File: src/rte_pkg.sv
`timescale 1ns / 1ps

package rte_pkg;

    // Fraction digits kept, at most nine (nanosecond resolution)
    localparam int unsigned MAX_FRAC_DIGITS = 9;

    localparam logic [5:0] POS_MAX = 6'd63;

    // ASCII codes
    localparam logic [7:0] CH_ZERO  = 8'h30;
    localparam logic [7:0] CH_NINE  = 8'h39;
    localparam logic [7:0] CH_DASH  = 8'h2D;
    localparam logic [7:0] CH_PLUS  = 8'h2B;
    localparam logic [7:0] CH_COLON = 8'h3A;
    localparam logic [7:0] CH_DOT   = 8'h2E;
    localparam logic [7:0] CH_T     = 8'h54;
    localparam logic [7:0] CH_Z     = 8'h5A;

    // Multiplier constants of the shared unit
    localparam logic signed [17:0] K_DIV100     = 18'sd5243;   // x/100 = (x*5243) >> 19
    localparam logic signed [17:0] K_YEAR_DAYS  = 18'sd365;
    localparam logic signed [17:0] K_DAY_SECS   = 18'sd86400;
    localparam logic signed [17:0] K_HOUR_SECS  = 18'sd3600;
    localparam logic signed [17:0] K_MIN_SECS   = 18'sd60;
    localparam logic signed [17:0] K_ONE        = 18'sd1;
    localparam logic signed [39:0] K_EPOCH_DAYS = 40'sd719468;

    typedef enum logic [2:0] {
        PH_DATETIME  = 3'd0,
        PH_AFTER_SEC = 3'd1,
        PH_FRACTION  = 3'd2,
        PH_ZONE      = 3'd3,
        PH_DONE      = 3'd4
    } rte_phase_t;

    typedef enum logic [3:0] {
        ST_IDLE = 4'd0,
        ST_QY   = 4'd1,
        ST_QA   = 4'd2,
        ST_DAYS = 4'd3,
        ST_SEC  = 4'd4,
        ST_HR   = 4'd5,
        ST_MIN  = 4'd6,
        ST_SS   = 4'd7,
        ST_ZH   = 4'd8,
        ST_ZM   = 4'd9,
        ST_FIN  = 4'd10
    } rte_state_t;

    typedef struct packed {
        logic [13:0] year;
        logic [6:0]  month;
        logic [6:0]  day;
        logic [6:0]  hour;
        logic [6:0]  minute;
        logic [6:0]  second;
        logic [29:0] nanos;
        logic        zone_neg;
        logic [6:0]  zone_hour;
        logic [6:0]  zone_minute;
        logic        done;
        logic        err;
    } rte_fields_t;

    typedef struct packed {
        logic        valid;
        logic [38:0] secs;
        logic [29:0] nanos;
    } rte_result_t;

    // Weight of each fraction digit in nanoseconds
    function automatic logic [26:0] digit_scale(input logic [3:0] idx);
        logic [26:0] s;
        begin
            case (idx)
                4'd0:    s = 27'd100000000;
                4'd1:    s = 27'd10000000;
                4'd2:    s = 27'd1000000;
                4'd3:    s = 27'd100000;
                4'd4:    s = 27'd10000;
                4'd5:    s = 27'd1000;
                4'd6:    s = 27'd100;
                4'd7:    s = 27'd10;
                4'd8:    s = 27'd1;
                default: s = 27'd0;
            endcase
            return s;
        end
    endfunction

    // Days in month (1..12)
    function automatic logic [4:0] month_len(input logic [3:0] m, input logic leap);
        logic [4:0] d;
        begin
            case (m)
                4'd2:                      d = leap ? 5'd29 : 5'd28;
                4'd4, 4'd6, 4'd9, 4'd11:   d = 5'd30;
                4'd1, 4'd3, 4'd5, 4'd7,
                4'd8, 4'd10, 4'd12:        d = 5'd31;
                default:                   d = 5'd0;
            endcase
            return d;
        end
    endfunction

    // Days from March 1 to the first of the month, year starting in March
    function automatic logic [8:0] march_offset(input logic [3:0] m);
        logic [8:0] d;
        begin
            case (m)
                4'd3:    d = 9'd0;
                4'd4:    d = 9'd31;
                4'd5:    d = 9'd61;
                4'd6:    d = 9'd92;
                4'd7:    d = 9'd122;
                4'd8:    d = 9'd153;
                4'd9:    d = 9'd184;
                4'd10:   d = 9'd214;
                4'd11:   d = 9'd245;
                4'd12:   d = 9'd275;
                4'd1:    d = 9'd306;
                4'd2:    d = 9'd337;
                default: d = 9'd0;
            endcase
            return d;
        end
    endfunction

endpackage

File: src/rte_char_parser.sv
`timescale 1ns / 1ps

module rte_char_parser
    import rte_pkg::*;
(
    input  logic        clk,
    input  logic        rst_n,
    input  logic        accept,
    input  logic [7:0]  text_char,
    input  logic        clear,
    output rte_fields_t fields
);

    logic [5:0]  pos_reg, pos_next;
    rte_phase_t  phase_reg, phase_next;
    logic [13:0] year_reg, year_next;
    logic [6:0]  month_reg, month_next;
    logic [6:0]  day_reg, day_next;
    logic [6:0]  hour_reg, hour_next;
    logic [6:0]  minute_reg, minute_next;
    logic [6:0]  second_reg, second_next;
    logic [29:0] nanos_reg, nanos_next;
    logic [3:0]  frac_cnt_reg, frac_cnt_next;
    logic [2:0]  zone_cnt_reg, zone_cnt_next;
    logic        zone_neg_reg, zone_neg_next;
    logic [6:0]  zone_hour_reg, zone_hour_next;
    logic [6:0]  zone_min_reg, zone_min_next;
    logic        err_reg, err_next;

    logic        is_dig;
    logic [3:0]  dig;
    logic [30:0] frac_add;

    function automatic logic [6:0] push7(input logic [6:0] acc, input logic [3:0] d);
        return 7'({acc, 3'b000} + {acc, 1'b0} + {3'd0, d});
    endfunction

    function automatic logic [13:0] push14(input logic [13:0] acc, input logic [3:0] d);
        return 14'({acc, 3'b000} + {acc, 1'b0} + {10'd0, d});
    endfunction

    assign is_dig   = (text_char >= CH_ZERO) && (text_char <= CH_NINE);
    assign dig      = 4'(text_char - CH_ZERO);
    assign frac_add = dig * digit_scale(frac_cnt_reg);

    always_comb
    begin
        pos_next       = pos_reg;
        phase_next     = phase_reg;
        year_next      = year_reg;
        month_next     = month_reg;
        day_next       = day_reg;
        hour_next      = hour_reg;
        minute_next    = minute_reg;
        second_next    = second_reg;
        nanos_next     = nanos_reg;
        frac_cnt_next  = frac_cnt_reg;
        zone_cnt_next  = zone_cnt_reg;
        zone_neg_next  = zone_neg_reg;
        zone_hour_next = zone_hour_reg;
        zone_min_next  = zone_min_reg;
        err_next       = err_reg;

        if (clear)
        begin
            pos_next       = '0;
            phase_next     = PH_DATETIME;
            year_next      = '0;
            month_next     = '0;
            day_next       = '0;
            hour_next      = '0;
            minute_next    = '0;
            second_next    = '0;
            nanos_next     = '0;
            frac_cnt_next  = '0;
            zone_cnt_next  = '0;
            zone_neg_next  = 1'b0;
            zone_hour_next = '0;
            zone_min_next  = '0;
            err_next       = 1'b0;
        end
        else if (accept)
        begin
            if (pos_reg != POS_MAX)
            begin
                pos_next = pos_reg + 6'd1;
            end
            if (!err_reg)
            begin
                unique case (phase_reg)
                    PH_DATETIME:
                    begin
                        if (pos_reg == 6'd4 || pos_reg == 6'd7)
                        begin
                            err_next = (text_char != CH_DASH);
                        end
                        else if (pos_reg == 6'd10)
                        begin
                            err_next = (text_char != CH_T);
                        end
                        else if (pos_reg == 6'd13 || pos_reg == 6'd16)
                        begin
                            err_next = (text_char != CH_COLON);
                        end
                        else if (!is_dig)
                        begin
                            err_next = 1'b1;
                        end
                        else
                        begin
                            if (pos_reg < 6'd4)
                                year_next = push14(year_reg, dig);
                            else if (pos_reg < 6'd7)
                                month_next = push7(month_reg, dig);
                            else if (pos_reg < 6'd10)
                                day_next = push7(day_reg, dig);
                            else if (pos_reg < 6'd13)
                                hour_next = push7(hour_reg, dig);
                            else if (pos_reg < 6'd16)
                                minute_next = push7(minute_reg, dig);
                            else
                                second_next = push7(second_reg, dig);
                            if (pos_reg == 6'd18)
                                phase_next = PH_AFTER_SEC;
                        end
                    end
                    PH_AFTER_SEC, PH_FRACTION:
                    begin
                        if (phase_reg == PH_AFTER_SEC && text_char == CH_DOT)
                        begin
                            frac_cnt_next = '0;
                            phase_next    = PH_FRACTION;
                        end
                        else if (phase_reg == PH_FRACTION && is_dig)
                        begin
                            if (32'(frac_cnt_reg) >= MAX_FRAC_DIGITS)
                            begin
                                err_next = 1'b1;
                            end
                            else
                            begin
                                nanos_next    = 30'(nanos_reg + frac_add);
                                frac_cnt_next = frac_cnt_reg + 4'd1;
                            end
                        end
                        else if (phase_reg == PH_FRACTION && frac_cnt_reg == 4'd0)
                        begin
                            // dot with no digit after it
                            err_next = 1'b1;
                        end
                        else if (text_char == CH_Z)
                        begin
                            phase_next = PH_DONE;
                        end
                        else if (text_char == CH_PLUS || text_char == CH_DASH)
                        begin
                            zone_neg_next = (text_char == CH_DASH);
                            zone_cnt_next = '0;
                            phase_next    = PH_ZONE;
                        end
                        else
                        begin
                            err_next = 1'b1;
                        end
                    end
                    PH_ZONE:
                    begin
                        if (zone_cnt_reg == 3'd2)
                            err_next = (text_char != CH_COLON);
                        else if (!is_dig)
                            err_next = 1'b1;
                        else if (zone_cnt_reg < 3'd2)
                            zone_hour_next = push7(zone_hour_reg, dig);
                        else
                            zone_min_next = push7(zone_min_reg, dig);
                        zone_cnt_next = zone_cnt_reg + 3'd1;
                        if (zone_cnt_reg >= 3'd4)
                            phase_next = PH_DONE;
                    end
                    default:
                    begin
                        // anything after the zone
                        err_next = 1'b1;
                    end
                endcase
            end
        end
    end

    always_ff @(posedge clk or negedge rst_n)
    begin
        if (!rst_n)
        begin
            pos_reg       <= '0;
            phase_reg     <= PH_DATETIME;
            year_reg      <= '0;
            month_reg     <= '0;
            day_reg       <= '0;
            hour_reg      <= '0;
            minute_reg    <= '0;
            second_reg    <= '0;
            nanos_reg     <= '0;
            frac_cnt_reg  <= '0;
            zone_cnt_reg  <= '0;
            zone_neg_reg  <= 1'b0;
            zone_hour_reg <= '0;
            zone_min_reg  <= '0;
            err_reg       <= 1'b0;
        end
        else
        begin
            pos_reg       <= pos_next;
            phase_reg     <= phase_next;
            year_reg      <= year_next;
            month_reg     <= month_next;
            day_reg       <= day_next;
            hour_reg      <= hour_next;
            minute_reg    <= minute_next;
            second_reg    <= second_next;
            nanos_reg     <= nanos_next;
            frac_cnt_reg  <= frac_cnt_next;
            zone_cnt_reg  <= zone_cnt_next;
            zone_neg_reg  <= zone_neg_next;
            zone_hour_reg <= zone_hour_next;
            zone_min_reg  <= zone_min_next;
            err_reg       <= err_next;
        end
    end

    assign fields.year        = year_reg;
    assign fields.month       = month_reg;
    assign fields.day         = day_reg;
    assign fields.hour        = hour_reg;
    assign fields.minute      = minute_reg;
    assign fields.second      = second_reg;
    assign fields.nanos       = nanos_reg;
    assign fields.zone_neg    = zone_neg_reg;
    assign fields.zone_hour   = zone_hour_reg;
    assign fields.zone_minute = zone_min_reg;
    assign fields.done        = (phase_reg == PH_DONE);
    assign fields.err         = err_reg;

endmodule

File: src/rte_calc.sv
`timescale 1ns / 1ps

module rte_calc
    import rte_pkg::*;
(
    input  logic        clk,
    input  logic        rst_n,
    input  logic        start,
    input  logic        take,
    input  rte_fields_t fields,
    output logic        idle,
    output logic        done,
    output rte_result_t result
);

    rte_state_t         state_reg, state_next;
    logic signed [39:0] acc_reg, acc_next;
    logic [7:0]         qy_reg;

    // shared multiply-add unit
    logic signed [23:0] mul_a;
    logic signed [17:0] mul_b;
    logic signed [39:0] add_c;
    logic signed [41:0] prod;
    logic               acc_we;

    logic [13:0]        yadj;
    logic [7:0]         qa;
    logic signed [39:0] day_base;
    logic               y_div4, y_div100, leap;
    logic [4:0]         dim;
    logic               ok;

    assign yadj = fields.year - {13'd0, (fields.month <= 7'd2)};
    assign qa   = acc_reg[26:19];

    // yadj/4 - yadj/100 + yadj/400 + day of year - epoch offset
    assign day_base = $signed({28'd0, yadj[13:2]}) - $signed({32'd0, qa})
                    + $signed({34'd0, qa[7:2]})
                    + $signed({31'd0, march_offset(fields.month[3:0])})
                    + $signed({33'd0, fields.day}) - 40'sd1 - K_EPOCH_DAYS;

    always_comb
    begin
        state_next = state_reg;
        unique case (state_reg)
            ST_IDLE: if (start) state_next = ST_QY;
            ST_QY:   state_next = ST_QA;
            ST_QA:   state_next = ST_DAYS;
            ST_DAYS: state_next = ST_SEC;
            ST_SEC:  state_next = ST_HR;
            ST_HR:   state_next = ST_MIN;
            ST_MIN:  state_next = ST_SS;
            ST_SS:   state_next = ST_ZH;
            ST_ZH:   state_next = ST_ZM;
            ST_ZM:   state_next = ST_FIN;
            ST_FIN:  if (take) state_next = ST_IDLE;
            default: state_next = ST_IDLE;
        endcase
    end

    always_comb
    begin
        mul_a  = '0;
        mul_b  = '0;
        add_c  = '0;
        acc_we = 1'b1;
        unique case (state_reg)
            ST_QY:
            begin
                mul_a = $signed({10'd0, fields.year});
                mul_b = K_DIV100;
            end
            ST_QA:
            begin
                mul_a = $signed({10'd0, yadj});
                mul_b = K_DIV100;
            end
            ST_DAYS:
            begin
                mul_a = $signed({10'd0, yadj});
                mul_b = K_YEAR_DAYS;
                add_c = day_base;
            end
            ST_SEC:
            begin
                mul_a = acc_reg[23:0];
                mul_b = K_DAY_SECS;
            end
            ST_HR:
            begin
                mul_a = $signed({17'd0, fields.hour});
                mul_b = K_HOUR_SECS;
                add_c = acc_reg;
            end
            ST_MIN:
            begin
                mul_a = $signed({17'd0, fields.minute});
                mul_b = K_MIN_SECS;
                add_c = acc_reg;
            end
            ST_SS:
            begin
                mul_a = $signed({17'd0, fields.second});
                mul_b = K_ONE;
                add_c = acc_reg;
            end
            ST_ZH:
            begin
                mul_a = $signed({17'd0, fields.zone_hour});
                mul_b = fields.zone_neg ? K_HOUR_SECS : -K_HOUR_SECS;
                add_c = acc_reg;
            end
            ST_ZM:
            begin
                mul_a = $signed({17'd0, fields.zone_minute});
                mul_b = fields.zone_neg ? K_MIN_SECS : -K_MIN_SECS;
                add_c = acc_reg;
            end
            default:
            begin
                acc_we = 1'b0;
            end
        endcase
    end

    assign prod     = mul_a * mul_b;
    assign acc_next = $signed(prod[39:0]) + add_c;

    always_ff @(posedge clk or negedge rst_n)
    begin
        if (!rst_n)
        begin
            state_reg <= ST_IDLE;
        end
        else
        begin
            state_reg <= state_next;
        end
    end

    always_ff @(posedge clk)
    begin
        if (acc_we)
        begin
            acc_reg <= acc_next;
        end
        if (state_reg == ST_QA)
        begin
            qy_reg <= acc_reg[26:19];
        end
    end

    // calendar and zone checks, valid in ST_FIN
    assign y_div4   = (fields.year[1:0] == 2'd0);
    assign y_div100 = ({1'b0, qy_reg, 6'd0} + {2'b0, qy_reg, 5'd0} + {5'd0, qy_reg, 2'd0})
                      == {1'b0, fields.year};
    assign leap     = y_div4 && (!y_div100 || (qy_reg[1:0] == 2'd0));
    assign dim      = month_len(fields.month[3:0], leap);

    assign ok = fields.done && !fields.err
             && (fields.year != 14'd0) && (fields.year <= 14'd9999)
             && (fields.month != 7'd0) && (fields.month <= 7'd12)
             && (fields.day != 7'd0) && (fields.day <= {2'd0, dim})
             && (fields.hour <= 7'd23) && (fields.minute <= 7'd59)
             && (fields.second <= 7'd59)
             && (fields.zone_hour <= 7'd23) && (fields.zone_minute <= 7'd59)
             && !(fields.zone_neg && fields.zone_hour == 7'd0 && fields.zone_minute == 7'd0);

    assign idle         = (state_reg == ST_IDLE);
    assign done         = (state_reg == ST_FIN);
    assign result.valid = ok;
    assign result.secs  = ok ? acc_reg[38:0] : 39'd0;
    assign result.nanos = ok ? fields.nanos : 30'd0;

endmodule

File: src/rfc3339_timestamp_to_epoch_core.sv
// RFC 3339 timestamp to epoch converter. Text enters one ASCII character per
// request on the s_axis side, tlast on the final character; one result per
// text leaves on m_axis: tuser[0] says whether the text was a valid timestamp
// (YYYY-MM-DDTHH:MM:SS, optional 1..9 digit fraction, then Z or +HH:MM/-HH:MM,
// real Gregorian date in years 1..9999, -00:00 refused), tdata carries UTC
// seconds since 1970 (signed) and nanoseconds; an invalid text gives zeros.
// Every character is accepted while the sequencer is idle. After the last one the
// calendar math runs on a single shared multiply-add unit stepped by a small
// sequencer: nine unit steps, then a final state that hands the result over,
// and s_axis_tready stays low from tlast until that hand-over. If an earlier
// result still sits untaken in the output register, the hand-over waits until
// m_axis drains it, and s_axis_tready stays low that much longer. The result
// sits in an output register, and the next text is accepted while it waits
// to be taken.
`timescale 1ns / 1ps

module rfc3339_timestamp_to_epoch_core
    import rte_pkg::*;
(
    input  logic        clk,
    input  logic        rst_n,
    input  logic        s_axis_tvalid,
    output logic        s_axis_tready,
    input  logic [7:0]  s_axis_tdata,   // [7:0] text_char
    input  logic        s_axis_tlast,   // is_last
    output logic        m_axis_tvalid,
    input  logic        m_axis_tready,
    output logic [71:0] m_axis_tdata,   // [38:0] utc_seconds, [68:39] nanoseconds, [71:69] 0
    output logic        m_axis_tuser    // [0] valid_res
);

    rte_fields_t fields;
    rte_result_t result;
    logic        in_accept;
    logic        calc_idle;
    logic        calc_done;
    logic        res_take;

    logic        out_valid_reg, out_valid_next;
    logic [38:0] out_secs_reg;
    logic [29:0] out_nanos_reg;
    logic        out_ok_reg;

    // characters flow only while the sequencer is idle
    assign s_axis_tready = calc_idle;
    assign in_accept     = s_axis_tvalid && s_axis_tready;

    // result moves to the output register once it is free or being drained
    assign res_take = calc_done && (!out_valid_reg || m_axis_tready);

    rte_char_parser u_parser (
        .clk       (clk),
        .rst_n     (rst_n),
        .accept    (in_accept),
        .text_char (s_axis_tdata),
        .clear     (res_take),
        .fields    (fields)
    );

    rte_calc u_calc (
        .clk    (clk),
        .rst_n  (rst_n),
        .start  (in_accept && s_axis_tlast),
        .take   (res_take),
        .fields (fields),
        .idle   (calc_idle),
        .done   (calc_done),
        .result (result)
    );

    always_comb
    begin
        out_valid_next = out_valid_reg;
        if (res_take)
            out_valid_next = 1'b1;
        else if (m_axis_tready)
            out_valid_next = 1'b0;
    end

    always_ff @(posedge clk or negedge rst_n)
    begin
        if (!rst_n)
        begin
            out_valid_reg <= 1'b0;
        end
        else
        begin
            out_valid_reg <= out_valid_next;
        end
    end

    always_ff @(posedge clk)
    begin
        if (res_take)
        begin
            out_ok_reg    <= result.valid;
            out_secs_reg  <= result.secs;
            out_nanos_reg <= result.nanos;
        end
    end

    assign m_axis_tvalid = out_valid_reg;
    assign m_axis_tdata  = {3'd0, out_nanos_reg, out_secs_reg};
    assign m_axis_tuser  = out_ok_reg;

endmodule

File: config.mk
export PLATFORM = sky130hd
export DESIGN_NAME = rfc3339_timestamp_to_epoch_core
export DESIGN_NICKNAME = d
export VERILOG_FILES = /design/src/rte_pkg.sv /design/src/rte_char_parser.sv /design/src/rte_calc.sv /design/src/rfc3339_timestamp_to_epoch_core.sv
export SDC_FILE = /design/constraint.sdc
export NUM_CORES = 2
export LEC_CHECK = 0
export BUFFER_PORTS_ARGS = -buffer_cell sky130_fd_sc_hd__buf_4
export CORE_AREA = 2 2 276 278
export CTS_CLUSTER_DIAMETER = 80
export DETAILED_ROUTE_END_ITERATION = 6
export DIE_AREA = 0 0 278 280
export PLACE_DENSITY = 0.64
export RECOVER_POWER = 25
export SKIP_LAST_GASP = 1
export SYNTH_ARGS = -nofsm -noshare
export SYNTH_HDL_FRONTEND = slang
export SYNTH_SLANG_ARGS = --single-unit
File: constraint.sdc
create_clock -name clk -period 10.3 [get_ports clk]
set_input_delay 2.06 -clock clk [delete_from_list [all_inputs] [get_ports clk]]
set_output_delay 2.06 -clock clk [all_outputs]
set_load 0.01 [all_outputs]
==> flow_summary.json <==
{
  "crit_buf_inv": 8,
  "hold_class": "flip-flop to flip-flop",
  "max_slew_margin_pct": -162,
  "rsz0062_at_grt": "true",
  "ys_seq_area_share_pct": 19.2,
  "cpLargestDelayFamily": "adder cells",
  "clk_latency_ns": 0.63,
  "path_common_cell": "ha_4",
  "final_cells": 4753,
  "cp-startpoint": "u_parser.month_reg[5]",
  "antennaDiodeCount": 0,
  "final_area_sq_mm": 0.0383,
  "violations": "capacitance limit, slew limit",
  "arrival_ns": 10.53,
  "pin_count": 88,
  "antenna_found_initial": 0,
  "post_drt_wl_per_cell_um": 18.9,
  "critPathCapture": "u_calc.acc_reg[33]",
  "grt_max_degree": 69,
  "areaGrowthSynthToFinish_pct": 14.8,
  "drv_slew": 174,
  "cts.path.max_buffers": 3,
  "num_rows": 101,
  "portBuffers": 84,
  "finalSetupViolCount": 0,
  "postSynthCellCount": 3426,
  "cts.sinks": 233,
  "hold_viol_final": 0,
  "final_layout_size_suffix_gt1_share_pct": 11.3,
  "fmax_ghz": 0.0984,
  "netlist_area_sq_mm": 0.0334,
  "cts_tree": "built",
  "dp.cells": 4684,
  "slowest_stage": "fa_1",
  "root_buffer": "clkbuf_16",
  "grt_pass1_vias": 25600,
  "crit_type": "flip-flop to flip-flop",
  "timing.rr.end": "u_calc.acc_reg[33]",
  "path_depth": 50,
  "regArea_sq_mm": 0.00642,
  "vias": 24600,
  "rr_startpoint": "u_parser.month_reg[5]",
  "yosysMostFrequentCell": "inv_1",
  "grt-ovfl-total": 0,
  "final_nets": 4620,
  "worst_setup_path_end_kind": "flip-flop",
  "h-tree-depth": 1,
  "drcViolationCount": 0,
  "crit_fanout": 4,
  "die_height_um": 280,
  "gp_congestion": 0.902,
  "dr.pass1.iters": 5,
  "core_area_sq_mm": 0.0752,
  "finalCritPeriodShare_pct": 98.6,
  "multiInputGateArea_sq_mm": 0.0254,
  "maxCapViolations": 3,
  "ys.flop_type": "edfxtp_1",
  "crit_path_start_kind": "flip-flop",
  "routed_wl_mm": 89.6,
  "avgSynthCellArea_sq_um": 9.75,
  "skew_ns": 0.0285,
  "ys_seq_elements": 233,
  "synthArstFlopShare_pct": 49.8,
  "cts-buffers-inserted": 31,
  "synthTopCellsByCount": "inv_1 (665), fa_1 (541), ha_1 (316), nand2_1 (264), nor2_1 (220)",
  "die_area_sq_mm": 0.0778,
  "rr_worst_depth": 50,
  "via_per_inst": 5.17,
  "cpPeakStageDelay_ns": 0.54,
  "finalCriticalPeriod_ns": 10.16,
  "worst-r2r-setup-slack_ns": 0.14,
  "dpl.hpwl_mm": 72.8,
  "tightest_slew_ns": 3.93,
  "ys_warn_count": 0,
  "fill_cells": 6897,
  "cp.required_ns": 10.67,
  "clk_pin_slew_ns": 0.06,
  "grt_util_all_layers_pct": 23.9,
  "drt_iter0_drc": 1696,
  "synth_top_cell_by_area": "fa_1",
  "status": "finished with violations",
  "fp.dieW_um": 278,
  "final.setup.worst_slack_ns": 0.141,
  "synth_top_area_share_pct": 32.4,
  "hold_buffers": 0,
  "start_util_pct": 44.4,
  "synth.distinct_cells": 85,
  "grt_pass1_wl_mm": 145,
  "ant_nets": 0,
  "place_area_sq_mm": 0.0365,
  "synth_edf_count": 117,
  "pre_cts_ws_ns": -0.486,
  "synth.area.top_cells": "fa_1 (32%), ha_1 (12%), edfxtp_1 (11%)"
}
cell families (layout without fill, tap and decap cells):
family	count (synthesis)	count (layout)	share of synthesized area (%)
adders and majority gates	857	857	44.3
AOI/OAI and AO/OA	500	500	9.66
xor gates and xnor gates	174	174	4.56
buffers and inverters	775	960	8.87
and+or+nand+nor	841	841	12.1
muxes	44	44	1.33
DFF	233	233	19.2
other	2	166	0.0225
layout by cell type (no fill, tap or decap), types with 13 or more instances in the layout:
| cell | count |
|---|---|
| nand2b_1 | 31 |
| buf_4 | 217 |
| ha_1 | 292 |
| a21oi_2 | 15 |
| nand4_1 | 13 |
| clkbuf_1 | 15 |
| nand3_1 | 53 |
| o21ai_0 | 82 |
| fa_1 | 534 |
| edfxtp_1 | 117 |
| a211oi_1 | 15 |
| nor2b_1 | 23 |
| clkbuf_16 | 31 |
| a21o_1 | 76 |
| and3_1 | 18 |
| nor3_1 | 29 |
| nor2_1 | 212 |
| dfrtp_1 | 116 |
| o21ai_1 | 19 |
| a22o_1 | 18 |
| and2_1 | 101 |
| mux2i_1 | 40 |
| xnor2_1 | 110 |
| o31ai_1 | 16 |
| conb_1 | 166 |
| nand2_1 | 261 |
| or2_2 | 16 |
| nor4_1 | 21 |
| a22oi_1 | 19 |
| o21a_1 | 15 |
| a21oi_1 | 123 |
| ha_4 | 22 |
| inv_1 | 654 |
| xor2_1 | 58 |
worst reg2reg max path, delay by kind of cell (launching register included):
family                     cells  cell delay (ns)
AOI/OAI and AO/OA             14             2.63
xor gates and xnor gates       4             0.47
adders and majority gates     13             4.23
buffers and inverters          8             0.91
DFF                            1             0.38
and+or+nand+nor               11             1.29
cell type report:
type                            instances  share of cell area (%)
Multi-Input combinational cell       2582                    66.2
Clock inverter                         20                   0.643
Clock buffer                           38                    2.17
Inverter                              669                    6.55
Timing Repair Buffer                  233                    4.49
Tap cell                              978                    3.19
Sequential cell                       233                    16.7
worst min path at each step:
stage                                      start                endpoint  slack, ns  cells past startpoint
final                     u_parser.nanos_reg[28]  u_parser.nanos_reg[28]       0.51                      2
after CTS                  u_parser.nanos_reg[2]   u_parser.nanos_reg[2]       0.52                      2
after floorplan           u_parser.nanos_reg[26]  u_parser.nanos_reg[26]       0.46                      2
after detailed placement   u_parser.nanos_reg[2]   u_parser.nanos_reg[2]       0.50                      2
after global routing       u_parser.nanos_reg[2]   u_parser.nanos_reg[2]       0.52                      2
after global placement     u_parser.nanos_reg[2]   u_parser.nanos_reg[2]       0.49                      2
per-layer routing:
layer	up-vias	track usage, %	wire length (um)
met5	-	0	0
met3	116	3.06	5310
met4	0	5.67	2280
li1	11500	-	-
met2	669	39.2	42000
met1	12300	33.8	40000
timing repair:
action	in CTS	in global routing
resized for setup	38	103
setup buffers	2	9
pin swaps	15	74
setup endpoints to repair	19	23
stage by stage:
step,utilization (%),TNS [ns],hold WS (ns)
2_1_floorplan,-,0,0.463
3_3_place_gp,48.6,-2.21,0.492
3_5_place_dp,48.6,-4.09,0.502
4_1_cts,50.3,-0.135,0.516
5_1_grt,51.0,-1.49,0.523
6_report,51.0,0,0.511
Power is not shown: default switching activity piles up to over one toggle a cycle in this logic, so the estimate is an artifact.
